==> src/rtl/core/ple_pkg.sv <==
// Shared types and codes for the positional list engine.
package ple_pkg;

  // Operation codes carried on the input word.
  typedef enum logic [1:0] {
    FUNC_INSERT = 2'd0,
    FUNC_DELETE = 2'd1,
    FUNC_CLEAR  = 2'd2
  } ple_func_e;

  // Result status codes.
  typedef enum logic [1:0] {
    STAT_DONE     = 2'd0,
    STAT_NOTFOUND = 2'd1,
    STAT_FULL     = 2'd2,
    STAT_EMPTY    = 2'd3
  } ple_status_e;

  localparam int unsigned ValueW = 32;
  localparam int unsigned PosW   = 7;

  // Control broadcast from the sequencer to every cell.
  typedef struct packed {
    logic cmp_en;  // latch this cell's match bit
    logic ins_en;  // perform an insert shift
    logic del_en;  // perform a delete shift
  } ple_ctl_t;

endpackage

==> src/rtl/core/ple_cell.sv <==
// One list slot: holds an entry, compares it and shifts with its neighbors.
module ple_cell import ple_pkg::*; #(
  parameter int unsigned FW  = 7,
  parameter int unsigned IDX = 0
) (
  input  logic              clk_i,
  input  logic              rst_ni,
  input  ple_ctl_t          ctl_i,
  input  logic [ValueW-1:0] cmp_value_i,
  input  logic [ValueW-1:0] ins_value_i,
  input  logic [FW-1:0]     pos_i,
  input  logic [FW-1:0]     fill_i,
  input  logic [ValueW-1:0] left_i,
  input  logic [ValueW-1:0] right_i,
  input  logic              hit_i,
  output logic              hit_o,
  output logic [ValueW-1:0] entry_o,
  output logic [FW-1:0]     where_o
);

  localparam logic [FW-1:0] IdxV  = FW'(IDX);
  localparam logic [FW-1:0] IdxP1 = FW'(IDX + 1);

  logic [ValueW-1:0] entry_q, entry_d;
  logic              match_q, match_d;
  logic              first;

  // Match bit, taken only for slots that hold a live entry.
  assign match_d = (entry_q == cmp_value_i) && (IdxV < fill_i);

  always_ff @(posedge clk_i or negedge rst_ni) begin
    if (!rst_ni) begin
      match_q <= 1'b0;
    end else if (ctl_i.cmp_en) begin
      match_q <= match_d;
    end
  end

  // The hit chain marks this slot and every slot after the first match.
  assign hit_o   = hit_i | match_q;
  assign first   = match_q & ~hit_i;
  assign where_o = first ? IdxP1 : '0;

  // Insert shifts right above the position; delete shifts left from the hit.
  always_comb begin
    entry_d = entry_q;
    if (ctl_i.ins_en) begin
      if (IdxV > pos_i) begin
        entry_d = left_i;
      end else if (IdxV == pos_i) begin
        entry_d = ins_value_i;
      end
    end else if (ctl_i.del_en && hit_o) begin
      entry_d = right_i;
    end
  end

  always_ff @(posedge clk_i) begin
    entry_q <= entry_d;
  end

  assign entry_o = entry_q;

endmodule

==> config.mk <==
export PLATFORM = sky130hd
export DESIGN_NAME = ple_cell
export DESIGN_NICKNAME = d
export VERILOG_FILES = /design/src/rtl/core/ple_pkg.sv /design/src/rtl/core/ple_cell.sv
export SDC_FILE = /design/constraint.sdc
export NUM_CORES = 1
export LEC_CHECK = 0
export BUFFER_PORTS_ARGS = -buffer_cell sky130_fd_sc_hd__buf_2
export CAP_MARGIN = 20
export CORE_MARGIN = 10
export CORE_UTILIZATION = 39
export CTS_BUF_LIST = sky130_fd_sc_hd__clkbuf_4
export DETAILED_ROUTE_END_ITERATION = 7
export GPL_TIMING_DRIVEN = 0
export PLACE_DENSITY_LB_ADDON = 0.25
export SYNTH_ARGS = -nofsm -noshare
export SYNTH_HDL_FRONTEND = slang
export SYNTH_SLANG_ARGS = --single-unit
==> constraint.sdc <==
create_clock -name clk_i -period 6.2 [get_ports clk_i]
set_input_delay 1.24 -clock clk_i [delete_from_list [all_inputs] [get_ports clk_i]]
set_output_delay 1.24 -clock clk_i [all_outputs]
set_load 0.05 [all_outputs]
---- Word-level counts from Yosys, hierarchy flattened ----
Index checks and enable logic that the tools add are counted.
storage, ports and cells
  register bits after elaboration ......... 33
  latch bits .............................. 0
  bits in writable memories ............... 0
  memory bits (read-only) ................. 0
  bits of input ports ..................... 148
  output and inout bits ................... 40
  word-level logic and storage cells ...... 19
  memories ................................ 0
operators by class
  add/sub/neg operators ................... 0
  $mul .................................... 0
  divide/modulo/power cells ............... 0
  order comparisons ....................... 2
  equality and inequality tests ........... 2
  shifts and indexed selects .............. 0
  muxes and demuxes ....................... 5
  bitwise operators ....................... 3
  reductions and logical operators ........ 5
operators by type and width
  kind                number
  $mux 32             4
  $eq 32x32->1        1
  $gt 1x7->1 const A  1
  $logic_not 7->1     1
  $lt 1x7->1 const A  1
  $ne 3x1->1 const B  1
  $logic_and 1x1->1   2
  $reduce_and 2->1    1
  $reduce_bool 2->1   1
  $and 1x1->1         1
  $mux 1              1
  $not 1->1           1
  $or 1x1->1          1

---- Depth between registers and ports, before layout ----
Gate-level depths: netlist of the first run.
  depth in word-level cells ............... 4
  mapped depth ............................ 5

---- Worst setup path before layout of the first run ----
Ideal clock, no wire load.
  path type ............................... input to register
  start ................................... input port hit_i
  end ..................................... register entry_q[0], in the netlist entry_o[0] (enable)
  library setup time ...................... 466 ps
  arrival ................................. 3877 ps
  data required time ...................... 5734 ps
  path slack .............................. 1857 ps
  cell stages on the path ................. 3
  buffers on the path ..................... 0
  path through ............................ or2_2 -> nand2_1 -> o21ai_0
on the way
  word-level cells in the longest chain between the ends .. 4
ends and longest elaborated chain
  what                                line            text
  start: declaration                  ple_cell.sv:15  input logic hit_i,
  $or 1x1->1                          ple_cell.sv:40  assign hit_o = hit_i | match_q;
  $logic_and 1x1->1                   ple_cell.sv:53  end else if (ctl_i.del_en && hit_o) begin
  $reduce_bool 2->1 (no source line)  -
  $reduce_and 2->1 (no source line)   -
  end signal: assignment              ple_cell.sv:59  entry_q <= entry_d;
  end: declaration                    ple_cell.sv:24  logic [ValueW-1:0] entry_q, entry_d;
No other way between the ends.
A chain may end at the register's enable or synchronous reset.

---- Final worst setup path of the first run ----
  start ................................... input port hit_i
  end ..................................... output port hit_o
on the way
  word-level cells in the longest chain between the ends .. 1
ends and longest elaborated chain
  what              line            text
  $or 1x1->1        ple_cell.sv:40
  end: declaration  ple_cell.sv:16  output logic hit_o,
No other way between the ends.

==> flow_summary.json, run 1 <==
{
  "status": "complete, no violations",
  "fin_total_pwr_mw": 0.500,
  "utilization": 0.617,
  "netlist_instances": 132,
  "wl_per_cell_um": 17.5,
  "clock-skew-final_ns": 0.00924,
  "area_delta_synth_final_pct": 49.3,
  "syn_area_per_cell_um2": 13.9,
  "detail-route-antenna-nets": 0,
  "antenna_found_initial": 0,
  "cts_tree": "done",
  "clk_latency_ns": 0.33,
  "drtIter0Drc": 46,
  "p_switching_mw": 0.144,
  "cts_buffers": 5,
  "powerDensity_nw_per_um2": 182,
  "crit_family": "buffers and inverters",
  "initial_utilization": 0.413,
  "p_int_mw": 0.356,
  "dr.pass1.iters": 3,
  "hp-class": "flop to flop",
  "rsz0062_at_grt": "no",
  "place_ws_ns": 3.12,
  "ys_ff_latch": 33,
  "synthTopCellsByCount": "32 x edfxtp_1, 32 x mux2_2, 21 x xnor2_1",
  "r2r_setup_slack_ns": 4.59,
  "cts_root_buf": "clkbuf_4",
  "cts-resized-gates": 0,
  "crit_fanout": 2,
  "syn-cell-area_um2": 1840,
  "dp_hpwl_um": 5210,
  "grt_pass1_vias": 1885,
  "clkPwrFrac": 0.228,
  "cp-start-kind": "primary input",
  "cp.arrival_ns": 1.83,
  "worst-path-buf-inv": 2,
  "die_width_um": 88.6,
  "cap_violations": 0,
  "die_h_um": 88.6,
  "critPathSlowestCell": "or2_2",
  "yosysSeqAreaShare": 0.537,
  "grt_pass1_wl_um": 8770,
  "avgViaCountPerCell": 4.68,
  "seqCellArea_um2": 986,
  "multiInputGateArea_um2": 805,
  "grt_usage": 0.146,
  "htreeDepth": 2,
  "maxSlewViolCount": 0,
  "worstPathRequired_ns": 4.96,
  "yosys_warnings": 0,
  "yosysUniqueCellTypes": 19,
  "synthFlopType": "edfxtp_1",
  "hold_viol": 0,
  "rows": 24,
  "portBuffers": 148,
  "worstSetupPathType": "primary input to primary output",
  "clkTransAtPathRegs_ns": 0.10,
  "setup_tns_ns": 0,
  "finalNetCount": 441,
  "swShare": 0.288,
  "n_fill_cell": 382,
  "timing.hold.ws_ns": 0.587,
  "crit_path_max_incr_delay_ns": 0.27,
  "layout_min_cycle_time_ns": 3.07,
  "setup_viol": 0,
  "sequentialPowerShare": 0.519,
  "synth_area_leaders": "edfxtp_1 52%, mux2_2 20%, xnor2_1 10%",
  "vias": 1619,
  "path_cells": "buf_2 > or2_2 > buf_2",
  "cp_common_cell": "buf_2",
  "routed_wl_um": 6050,
  "grt_overflow": 0,
  "grt_max_degree": 30,
  "dieArea_um2": 7850,
  "hold_buffers": 0,
  "pwr-share-comb": 0.253,
  "min_period_over_period": 0.496,
  "n_antenna_cell": 0,
  "cts_sinks": 33,
  "worst_slack_ns": 3.13,
  "ir_worst_vdd_mv": 0.111,
  "async_flop_share": 0.0303,
  "drc": 0,
  "power_leakage_nw": 1.24,
  "synth_top_area_share": 0.523,
  "fmax_mhz": 325,
  "core-area_um2": 4440,
  "clockBufferDepth": 2,
  "post_cts.repair.setup_buffers": 0,
  "critPathCaptureType": "primary output",
  "synth_edf_count": 32,
  "ios": 188,
  "yosys.area.top_type": "edfxtp_1",
  "routabilityCongestion": 0.718,
  "drive_above_1_share": 0.684
}
metrics by stage:
| step | cells | instance area (um^2) |
|---|---|---|
| detailed placement | 338 | 2690 |
| global placement | 337 | 2660 |
| CTS | 346 | 2740 |
| finish | 346 | 2740 |
| floorplan | 137 | 1860 |
| global route | 346 | 2740 |
worst register-to-register path, stage by stage, from the launching register on:
cell and delay [ns]:
edfxtp_1 0.43, xnor2_1 0.18, nand4_1 0.15, nor4_1 0.47
nand4_1 0.18, o22ai_2 0.14
per-layer routing:
| layer | wire, um | vias up | part of all wire | GRT usage |
|---|---|---|---|---|
| met2 | 3150 | 95 | 0.52 | 0.265 |
| met5 | 0 | - | 0 | 0 |
| met1 | 1990 | 719 | 0.33 | 0.130 |
| met3 | 824 | 9 | 0.14 | 0.0901 |
| li1 | - | 796 | - | - |
| met4 | 87 | 0 | 0.014 | 0.0514 |
state kept, by name (all words and copies together), names as in the netlist:
| signal | count |
|---|---|
| entry_o | 32 |
| match_q | 1 |
cells in the final DEF (no fill, tap or decap), types with 5 or more instances in the layout:
master / instances
buf_4: 7
nor4_1: 5
xor2_1: 11
xnor2_1: 21
nand4_1: 6
mux2_2: 32
clkbuf_4: 5
buf_2: 152
conb_1: 6
edfxtp_1: 32
final cells by class:
class                      count  share of cell area
inverter                       1             0.00137
buffer                        11              0.0265
clock buffer                   5              0.0137
clock inverter                 3             0.00456
multi-input combinational     92               0.293
tap                           52              0.0237
timing repair buffer         149               0.277
sequential                    33               0.359
path summary, 6_finish.rpt:
path | startpoint | end | depth (start not counted)
min in group asynchronous | rst_ni | match_q | 1
max | hit_i | hit_o | 3
max in group asynchronous | rst_ni | match_q | 1
min | match_q | match_q | 2
max reg2reg | entry_o[25] | match_q | 5
min reg2reg | match_q | match_q | 2
power by group through the flow:
stage / clock (mW) / combinational [mW] / sequential (mW)
after global routing: 0.127 / 0.137 / 0.260
after CTS: 0.117 / 0.128 / 0.259
after global placement: 0 / 0.122 / 0.265
after detailed placement: 0 / 0.127 / 0.265
after floorplan: 0 / 0.0505 / 0.289
final: 0.114 / 0.126 / 0.259
cell families after synthesis:
logic type | share of synthesized area
AO/OA/AOI/OAI | 0.0123
XOR/XNOR | 0.153
buffers and inverters | 0.0416
flip-flops | 0.537
multiplexers | 0.196
other | 0.00204
AND/OR/NAND/NOR | 0.0586
Power figures use the tool's default switching activity.
==> run 2: changes to the inputs <==
--- a/config.mk
+++ b/config.mk
@@ -5,10 +5,11 @@
 export SDC_FILE = /design/constraint.sdc
 export NUM_CORES = 1
 export LEC_CHECK = 0
+export ABC_AREA = 1
 export BUFFER_PORTS_ARGS = -buffer_cell sky130_fd_sc_hd__buf_2
 export CAP_MARGIN = 20
 export CORE_MARGIN = 10
-export CORE_UTILIZATION = 39
+export CORE_UTILIZATION = 35
 export CTS_BUF_LIST = sky130_fd_sc_hd__clkbuf_4
 export DETAILED_ROUTE_END_ITERATION = 7
 export GPL_TIMING_DRIVEN = 0
==> constraint.sdc (replaced) <==
create_clock -name clk_i -period 2.5 [get_ports clk_i]
set_input_delay 0.5 -clock clk_i [delete_from_list [all_inputs] [get_ports clk_i]]
set_output_delay 0.5 -clock clk_i [all_outputs]
set_load 0.05 [all_outputs]
==> run 2 against run 1 <==
  * Via count up 36%
  * Sequential share of layout area down 3.8 points
  * First-iteration DRC count up 20%
  * Die area up 21%
  * Largest cell class unchanged
  * Largest power group unchanged
  * Highest routed layer unchanged
==> flow_summary.json, run 2 <==
{
  "crit_fanout": 3,
  "worstPathRequired_ns": 2.00,
  "final_common_cell": "buf_2",
  "cp.arrival_ns": 1.25,
  "initial_utilization": 0.358,
  "synth_edf_count": 32,
  "grt_max_degree": 18,
  "area_delta_synth_final_pct": 46.6,
  "yosys.area.top_type": "edfxtp_1",
  "vias": 2206,
  "maxSlewViolCount": 0,
  "hold_viol": 0,
  "grt_usage": 0.142,
  "clockBufferDepth": 2,
  "cap_violations": 0,
  "synthFlopType": "edfxtp_1",
  "worstMarginPinSlew_ns": 0.588,
  "ios": 188,
  "yosys_warnings": 0,
  "grt_pass1_vias": 2348,
  "die_width_um": 97.3,
  "power_leakage_nw": 1.75,
  "clkTransAtPathRegs_ns": 0.09,
  "hp-class": "primary input to flop",
  "synthTopCellsByCount": "154 x nand2_1, 38 x inv_1, 32 x edfxtp_1",
  "clock-skew-final_ns": 0.00942,
  "grt_pass1_wl_um": 11000,
  "final_cell_area_um2": 3070,
  "wl_per_cell_um": 13.2,
  "layout_min_cycle_time_ns": 1.75,
  "startpoint": "match_q",
  "cts_root_buf": "clkbuf_4",
  "worst_slack_ns": 0.753,
  "ir_worst_vdd_mv": 0.231,
  "min_period_over_period": 0.699,
  "rr_startpoint": "match_q",
  "worst-path-buf-inv": 1,
  "rsz0062_at_grt": "no",
  "cts_buffers": 5,
  "fmax_mhz": 573,
  "crit_path_max_incr_delay_ns": 0.41,
  "powerDensity_nw_per_um2": 526,
  "crit_family": "flip-flops",
  "synth.most_common_cell": "nand2_1",
  "syn-cell-area_um2": 2090,
  "place_ws_ns": 0.417,
  "dr.pass1.iters": 6,
  "die_h_um": 97.3,
  "synth_area_leaders": "edfxtp_1 46%, nand2_1 28%, inv_1 6.8%",
  "antenna_found_initial": 0,
  "synth_top_area_share": 0.459,
  "setup_tns_ns": 0,
  "slew_headroom": 0.607,
  "routed_wl_um": 6970,
  "yosysUniqueCellTypes": 22,
  "syn_area_per_cell_um2": 7.21,
  "yosysSeqAreaShare": 0.471,
  "path_cells": "or2_2 > buf_2",
  "routabilityCongestion": 0.810,
  "n_antenna_cell": 0,
  "avgViaCountPerCell": 4.19,
  "drtIter0Drc": 55,
  "htreeDepth": 2,
  "dieArea_um2": 9470,
  "critPathSlowestCell": "dfrtp_1",
  "core-area_um2": 5850,
  "drc": 0,
  "ys_ff_latch": 33,
  "detail-route-antenna-nets": 0,
  "status": "complete, no violations",
  "async_flop_share": 0.0303,
  "dp_hpwl_um": 6020,
  "netlist_instances": 290,
  "cp-start-kind": "flop",
  "critPathCaptureType": "primary output",
  "cts_tree": "done",
  "largest_reg_flops": 32,
  "finalNetCount": 600,
  "grt_overflow": 0,
  "drive_above_1_share": 0.392,
  "setup_viol": 0,
  "worstSetupPathType": "flop to primary output",
  "mostFrequentLayoutCells": "155 x buf_2, 154 x nand2_1, 38 x inv_1",
  "clk_latency_ns": 0.33,
  "worstHoldStart": "ctl_i[2]",
  "cts_sinks": 33,
  "portBuffers": 148,
  "rows": 28,
  "post_cts.repair.setup_buffers": 0,
  "placed_area_um2": 2980
}
run 2: cell count changes after synthesis, moves of 4 or more:
cell     change
mux2_2      -32
nor2_1      +15
nand2_1    +153
xor2_1      -11
xnor2_1      -9
inv_1       +37
nor4_1       -4
run 2: cell type report:
type	count	area [um^2]
inverter	40	150
sequential	33	986
tap	75	93.8
clock inverter	2	35.0
clock buffer	5	37.5
timing repair buffer	150	778
multi-input combinational	208	898
fill	613	2780
buffer	14	87.6
run 2: where the power goes:
part | switching (mW) | leakage (nW) | internal (mW)
combinational | 0.353 | 1.39 | 0.178
sequential | 0.0307 | 0.313 | 0.669
clock | 0.177 | 0.0410 | 0.204
total | 0.561 | 1.75 | 1.05
run 2: repair_timing:
item                                   CTS  global route
endpoints found under the hold margin    1             0
gates resized for setup                  0             0
hold buffers                             1             0
run 2: worst reg2reg max path: stages (launching register included):
cell and delay, ns:
dfrtp_1 0.38, or2_2 0.12, a21oi_1 0.09, a21oi_4 0.48, buf_16 0.23
run 2: cells by family after synthesis:
| kind of cell | Yosys count | share of synthesized area |
|---|---|---|
| AOI/OAI and AO/OA | 2 | 0.00478 |
| DFF | 33 | 0.471 |
| buffers and inverters | 54 | 0.114 |
| xor gates and xnor gates | 12 | 0.0502 |
| and+or+nand+nor | 188 | 0.358 |
| other | 1 | 0.00179 |
run 2: routing by layer:
layer / wire, um / part of all wire / vias up / track usage
li1: - / - / 1183 / -
met1: 2700 / 0.39 / 940 / 0.144
met2: 3670 / 0.53 / 77 / 0.264
met3: 513 / 0.074 / 6 / 0.0512
met4: 87 / 0.012 / 0 / 0.0414
met5: 0 / 0 / - / 0
run 2: final timing paths:
path                                     to  slack (ns)  depth (start not counted)
worst max-delay path                  hit_o        0.75                          2
worst min-delay path                match_q        0.42                          4
worst max register to register  entry_o[10]        0.91                          4
worst min register to register      match_q        0.52                          2
max in group asynchronous           match_q        1.94                          2
min in group asynchronous           match_q        0.48                          2
run 2: through the flow:
stage | util | total power [mW] | hold slack [ns] | cells
floorplan | - | 1.06 | 0.204 | 295
global placement | 0.504 | 1.23 | 0.275 | 518
detailed placement | 0.510 | 1.25 | 0.277 | 519
CTS | 0.524 | 1.64 | 0.405 | 527
global route | 0.524 | 1.71 | 0.408 | 527
finish | 0.524 | 1.61 | 0.418 | 527
==> run 3: changes to the inputs <==
--- a/config.mk
+++ b/config.mk
@@ -5,11 +5,11 @@
 export SDC_FILE = /design/constraint.sdc
 export NUM_CORES = 1
 export LEC_CHECK = 0
-export ABC_AREA = 1
+export ABC_AREA = 0
 export BUFFER_PORTS_ARGS = -buffer_cell sky130_fd_sc_hd__buf_2
 export CAP_MARGIN = 20
 export CORE_MARGIN = 10
-export CORE_UTILIZATION = 35
+export CORE_UTILIZATION = 33
 export CTS_BUF_LIST = sky130_fd_sc_hd__clkbuf_4
 export DETAILED_ROUTE_END_ITERATION = 7
 export GPL_TIMING_DRIVEN = 0
==> constraint.sdc (replaced) <==
create_clock -name clk_i -period 1.5 [get_ports clk_i]
set_input_delay 0.3 -clock clk_i [delete_from_list [all_inputs] [get_ports clk_i]]
set_output_delay 0.3 -clock clk_i [all_outputs]
set_load 0.05 [all_outputs]
==> run 3 against run 2 <==
  * Clock power up 17%
  * Sequential share of layout area grew 2.9 points
  * Count of clock-buffer cells in the layout did not move
  * Utilization is 0.66 points lower
  * Critical path type unchanged
  * Critical endpoint is now where_o[0]
  * Largest power group unchanged
==> flow_summary.json, run 3 (synthesized netlist as in run 1, its figures left out) <==
{
  "status": "complete, no violations",
  "min_period_over_period": 0.961,
  "cts_root_buf": "clkbuf_4",
  "final_common_cell": "buf_2",
  "die_h_um": 94.6,
  "setup_viol": 0,
  "vias": 1618,
  "timing.hold.ws_ns": 0.160,
  "n_antenna_cell": 0,
  "clk_latency_ns": 0.32,
  "n_fill_cell": 525,
  "cts_tree": "done",
  "worstSetupPathType": "flop to primary output",
  "cts_buffers": 5,
  "cts_sinks": 33,
  "dp_hpwl_um": 5120,
  "avgViaCountPerCell": 4.38,
  "utilization": 0.518,
  "hp-class": "primary input to flop",
  "worstPathRequired_ns": 1.20,
  "area_delta_synth_final_pct": 53.3,
  "cp.arrival_ns": 1.14,
  "critPathCaptureType": "primary output",
  "ios": 188,
  "detail-route-antenna-nets": 0,
  "die_width_um": 94.6,
  "slew_headroom": 0.620,
  "dieArea_um2": 8950,
  "grt_usage": 0.134,
  "clkTransAtPathRegs_ns": 0.10,
  "grt_pass1_wl_um": 9170,
  "drive_above_1_share": 0.697,
  "powerDensity_nw_per_um2": 729,
  "wl_per_cell_um": 16.8,
  "grt_pass1_vias": 1805,
  "initial_utilization": 0.338,
  "cap_violations": 0,
  "drtIter0Drc": 30,
  "htreeDepth": 2,
  "fmax_mhz": 694,
  "layout_min_cycle_time_ns": 1.44,
  "power_leakage_nw": 1.26,
  "antenna_found_initial": 0,
  "clock-skew-final_ns": 0.00659,
  "grt_overflow": 0,
  "routed_wl_um": 6220,
  "ir_worst_vdd_mv": 0.512,
  "routabilityCongestion": 0.813,
  "maxSlewViolCount": 0,
  "crit_fanout": 2,
  "rows": 27,
  "dr.pass1.iters": 4,
  "portBuffers": 148,
  "rsz0062_at_grt": "yes",
  "grt_max_degree": 17,
  "drc": 0,
  "largest_reg_flops": 32,
  "clockBufferDepth": 2,
  "finalNetCount": 446,
  "hold_viol": 0,
  "cp-start-kind": "flop",
  "core-area_um2": 5440,
  "worstMarginPinSlew_ns": 0.568,
  "mostFrequentLayoutCells": "149 x buf_2, 32 x mux2_2, 32 x edfxtp_1"
}
-- run 3: changes by cell type in the layout (fill, tap and decap cells not counted), moves of 3 or more --
cell     before  now
buf_2       155  149
buf_4         7   14
inv_1        38    1
mux2_2        0   32
nand2_1     154    0
nor2_1       16    1
nor4_1        1    4
xnor2_1      12   21
xor2_1        0   11
-- run 3: routing by layer --
metal,wire [um],global-route usage
met1,2020,0.126
met2,3250,0.241
met3,861,0.0777
met4,83,0.0387
met5,0,0
-- run 3: timing repair --
action / in CTS / in global routing
endpoints found under the hold margin: 1 / 0
endpoints found under the setup margin: 34 / 19
gates cloned: 1 / 0
hold buffers: 1 / 0
pin swaps: 1 / 3
buffers inserted: 0 / 4
resized for setup: 4 / 2
-- run 3: area by class of cell --
type	instances	area (um^2)	area share
plain buffers	11	75.1	0.0267
clock buffers	5	37.5	0.0133
clock inverters	1	5.00	0.00178
inverters	1	3.75	0.00133
multi-input cells	93	832	0.296
flip-flops and latches	33	986	0.350
well taps	72	90.1	0.0320
repair buffers	153	786	0.279
-- run 3: where the power goes --
| part | switching [mW] | internal, mW |
|---|---|---|
| Combinational | 0.280 | 0.253 |
| Sequential | 0.0184 | 1.05 |
| Clock | 0.284 | 0.163 |
-- run 3: through the flow --
step / setup slack (ns) / total power [mW] / setup TNS [ns] / area (um^2) / std cells
after CTS: 0.0234 / 2.08 / 0 / 2780 / 365
after detailed placement: -0.494 / 1.61 / -15.78 / 2700 / 357
after floorplan: -0.114 / 1.40 / -3.64 / 1870 / 137
after global placement: -0.495 / 1.61 / -15.81 / 2700 / 357
final: 0.0587 / 2.05 / 0 / 2820 / 369
after global routing: -0.0331 / 2.16 / -0.0501 / 2820 / 369
-- run 3: critical path, stage by stage, from the launching register on --
cell and delay (ns):
dfrtp_1 0.39, inv_1 0.09, nor2_1 0.05, buf_4 0.12
buf_4 0.18
-- run 3: worst paths after layout --
path,cells after the start,slack (ns),start,to
setup / recovery,4,0.06,match_q,where_o[0]
hold / removal,2,0.16,ctl_i[2],match_q
setup reg to reg,3,0.08,match_q,entry_o[22]
hold reg to reg,2,0.58,match_q,match_q
max in group asynchronous,2,1.14,rst_ni,match_q
min in group asynchronous,2,0.28,rst_ni,match_q
